--- config.mk ---
export PLATFORM = sky130hd
export DESIGN_NAME = stbs_ctrl
export DESIGN_NICKNAME = d
export VERILOG_FILES = /design/src/hdl/stbs_pkg.sv /design/src/hdl/stbs_ctrl.sv
export SDC_FILE = /design/constraint.sdc
export NUM_CORES = 1
export LEC_CHECK = 0
export BUFFER_PORTS_ARGS = -buffer_cell sky130_fd_sc_hd__clkbuf_2
export CORE_AREA = 5 5 42 44
export DETAILED_ROUTE_END_ITERATION = 10
export DIE_AREA = 0 0 47 49
export GPL_TIMING_DRIVEN = 0
export PLACE_DENSITY = 0.3
export SYNTH_ARGS = -nofsm -noshare
export SYNTH_HDL_FRONTEND = slang
export SYNTH_SLANG_ARGS = --single-unit
--- constraint.sdc ---
create_clock -name clk -period 0.9 [get_ports clk]
set_input_delay 0.09 -clock clk [delete_from_list [all_inputs] [get_ports clk]]
set_output_delay 0.09 -clock clk [all_outputs]
set_load 0.05 [all_outputs]
--- src/hdl/stbs_pkg.sv ---
// shared types and constants for the sorted table search block
package stbs_pkg;

	localparam int unsigned IDX_W = 10;
	localparam int unsigned VAL_W = 32;
	localparam int unsigned CNT_W = 11;
	localparam int unsigned POS_W = 10;

	// command codes on the mode port
	localparam logic MODE_WRITE  = 1'b0;
	localparam logic MODE_SEARCH = 1'b1;

	typedef enum logic [1:0] {
		ST_IDLE,
		ST_BOUND,
		ST_CMP
	} state_t;

	// controller to datapath
	typedef struct packed {
		logic wr;        // store value at entry_index
		logic load;      // latch target and open bounds
		logic probe;     // read the midpoint entry
		logic step;      // narrow bounds after a miss compare
		logic emit_hit;  // register a found result
		logic emit_miss; // register a not found result
	} cmd_t;

	// datapath to controller
	typedef struct packed {
		logic in_range; // lower bound below upper bound plus one
		logic hit;      // probed entry equals target
	} status_t;

endpackage

--- src/hdl/stbs_ctrl.sv ---
// controller state machine for the sorted table search
module stbs_ctrl (
	input  logic              clk,
	input  logic              arst_n,
	input  logic              start,
	input  logic              mode,
	input  stbs_pkg::status_t status,
	output stbs_pkg::cmd_t    cmd,
	output logic              busy
);

	stbs_pkg::state_t state_q;
	stbs_pkg::state_t state_next;
	logic             accept;

	assign accept = start && (state_q == stbs_pkg::ST_IDLE);

	always_ff @(posedge clk or negedge arst_n) begin
		if (!arst_n) begin
			state_q <= stbs_pkg::ST_IDLE;
		end else begin
			state_q <= state_next;
		end
	end

	always_comb begin
		state_next = state_q;
		unique case (state_q)
			stbs_pkg::ST_IDLE: begin
				if (accept && (mode == stbs_pkg::MODE_SEARCH)) begin
					state_next = stbs_pkg::ST_BOUND;
				end
			end
			stbs_pkg::ST_BOUND: begin
				state_next = status.in_range ? stbs_pkg::ST_CMP : stbs_pkg::ST_IDLE;
			end
			stbs_pkg::ST_CMP: begin
				state_next = status.hit ? stbs_pkg::ST_IDLE : stbs_pkg::ST_BOUND;
			end
			default: begin
				state_next = stbs_pkg::ST_IDLE;
			end
		endcase
	end

	always_comb begin
		cmd  = '0;
		busy = 1'b1;
		unique case (state_q)
			stbs_pkg::ST_IDLE: begin
				busy      = 1'b0;
				cmd.wr    = accept && (mode == stbs_pkg::MODE_WRITE);
				cmd.load  = accept && (mode == stbs_pkg::MODE_SEARCH);
			end
			stbs_pkg::ST_BOUND: begin
				cmd.probe     = status.in_range;
				cmd.emit_miss = !status.in_range;
			end
			stbs_pkg::ST_CMP: begin
				cmd.emit_hit = status.hit;
				cmd.step     = !status.hit;
			end
			default: begin
				busy = 1'b1;
			end
		endcase
	end

endmodule

==> impl_metrics.toml <==
[outcome]
status = "finished with violations"
violations = "setup timing"

[floorplan]
initial_core_util_pct = 9.732
coreArea_um2 = 1401
dieHeight_um = 49
fp-row-count = 14
fp.dieW_um = 47
dieArea_um2 = 2303
io_pins = 13

[detailed_routing]
num_vias = 186
dr.pass1.iters = 1
drt_iter0_drc = 0
drcViolationCount = 0
via_per_inst = 3.796
drt-total-wl_um = 526
detail-route-antenna-nets = 0
wl_per_cell_um = 10.73

[cells_and_area]
area_growth_pct = 200.0
regMostFlops = "state_q"
multiInputGateArea_um2 = 123.9
post-route-util_pct = 29.20
num_antenna_cells = 0
top_regs = "state_q: 2 flops"
nNetsFinal = 41
layout_commonest_cell = "buf_8"
final_cells = 49
fillers = 157
area.sequential_um2 = 51.30
drive_gt1_share_pct = 90.91
largest_reg_flops = 2
final_cell_mix = "buf_8 (6), clkbuf_2 (5), buf_4 (4)"

[logic_synthesis]
synth-seq-area-share_pct = 36.70
syn_nets = 18
yosys_warnings = 0
post_synth_num_cell_types = 8
syn_area_per_cell_um2 = 11.37
syn_area_um2 = 136.4
synthesis.instances = 12
ys_seq_elements = 2

[worst_setup_path]
cp-endpoint = "cmd[5]"
criticalPathCategory = "reg -> out"
r2r-end = "state_q[0]"
cp_max_fo = 4
startpoint_type = "flop"
reg2reg_depth = 4
r2r_slack_ns = -0.17
regToRegStartpoint = "state_q[1]"
startpoint = "state_q[0]"
required_ns = 0.81
cp-end-kind = "primary output"
arrival_ns = 1.26

[timing]
finClkSkew_ns = 0.002525
rsz0062_at_grt = "true"
relSlewSlack_pct = 86.62
max_freq_ghz = 0.7404
setup_violations = 9
finalWorstSetupSlack_ns = -0.4507
worst-slew-pin-transition_ns = 0.2004
period_minus_slack_ns = 1.351
timing.final.crit_share_pct = 150.1
hold_violations = 0
maxSlewViolCount = 0

[grt]
grt_pass1_wl_um = 917
grt_overflow_total = 0
grt_antenna_before_repair = 0
grtUsageTotal_pct = 5.775
first_global_vias = 225
grt_max_degree = 6

[clock_tree]
htreeDepth = 1
cts-root-buf = "clkbuf_4"
cts_tree = "done"
clock_sinks = 2
cts_buffers = 3
cts_max_path_buffers = 2
clk_latency_ns = 0.22
cts.clk_slew.worst_paths_ns = 0.03

[placement]
port_buffers = 12
placed_cells = 40
dp_hpwl_um = 338.5
gp_congestion = 0.7354

[pwr]
power.density_nw_per_um2 = 1377
p_leak_uw = 0.0001930
peakVddDrop_mv = 0.5814

[min_path]
holdCritPathClass = "in -> async"

[run]
drv_cap = 0
[power breakdown]
group          switching [uW]  internal (uW)
registers                5.46           97.9
logic                     130            130
clock network            52.8            147
total                     188            375
[critical path: stages, from the launching register on]
cell and delay (ns):
dfrtp_2 0.41, or2_4 0.26, nor3b_4 0.20, buf_8 0.17
[per-stage QoR]
stage	hold WS [ns]	worst slack, ns	area [um^2]	total power (uW)	TNS, ns
2_1_floorplan	-0.2056	-0.4431	156.4	221.2	-1.522
3_3_place_gp	-0.1235	-0.3461	236.5	259.5	-1.240
3_5_place_dp	-0.1178	-0.3525	236.5	261.9	-1.334
4_1_cts	0.1718	-0.4644	372.9	550.8	-2.751
5_1_grt	0.2053	-0.4976	409.1	597.8	-3.473
6_report	0.1868	-0.4507	409.1	563.4	-2.981
[area by class of cell]
| cell class | instances | area share [%] |
|---|---|---|
| clock buffer | 3 | 5.505 |
| multi-input combinational | 10 | 30.28 |
| sequential | 2 | 12.54 |
| tap | 16 | 4.893 |
| timing repair buffer | 18 | 46.79 |
[synth_stat cells]
library cell / instances / share of area [%]
and3b_2: 3 / 22
dfrtp_1: 2 / 37
nor3b_2: 2 / 18
o21bai_1: 1 / 5.5
or2_4: 1 / 6.4
nor3b_1: 1 / 5.5
nand2_1: 1 / 2.7
nor2_1: 1 / 2.7
[per-layer routing]
metal	track usage, %	part of all wire, %	vias up
met4	5.530	0	0
met2	8.145	50	13
met3	2.952	13	0
met1	5.714	37	86
li1	-	-	87
met5	0	0	-
[what timing repair did]
item,4_1_cts,5_1_grt
setup endpoints to repair,8,8
gates resized for setup,16,9
gates cloned,0,0
setup buffers,4,1
pin swaps,3,1
hold buffers,1,0
hold endpoints to repair,2,0
[kinds of logic (layout without fill, tap and decap cells)]
| logic type | Yosys count | count (layout) | synth area share [%] |
|---|---|---|---|
| AO/OA/AOI/OAI | 1 | 1 | 5.507 |
| AND/OR/NAND/NOR | 9 | 9 | 57.79 |
| flip-flops | 2 | 2 | 36.70 |
| buffers and inverters | 0 | 21 | 0 |
[how the worst min path moves through the flow]
stage,from,to,cells past startpoint
3_5_place_dp,arst_n,state_q[1],1
3_3_place_gp,arst_n,state_q[1],1
2_1_floorplan,arst_n,state_q[0],0
5_1_grt,arst_n,state_q[1],2
4_1_cts,status[1],state_q[1],2
6_report,arst_n,state_q[1],2
Note: power is estimated with default switching activity, not from simulation.
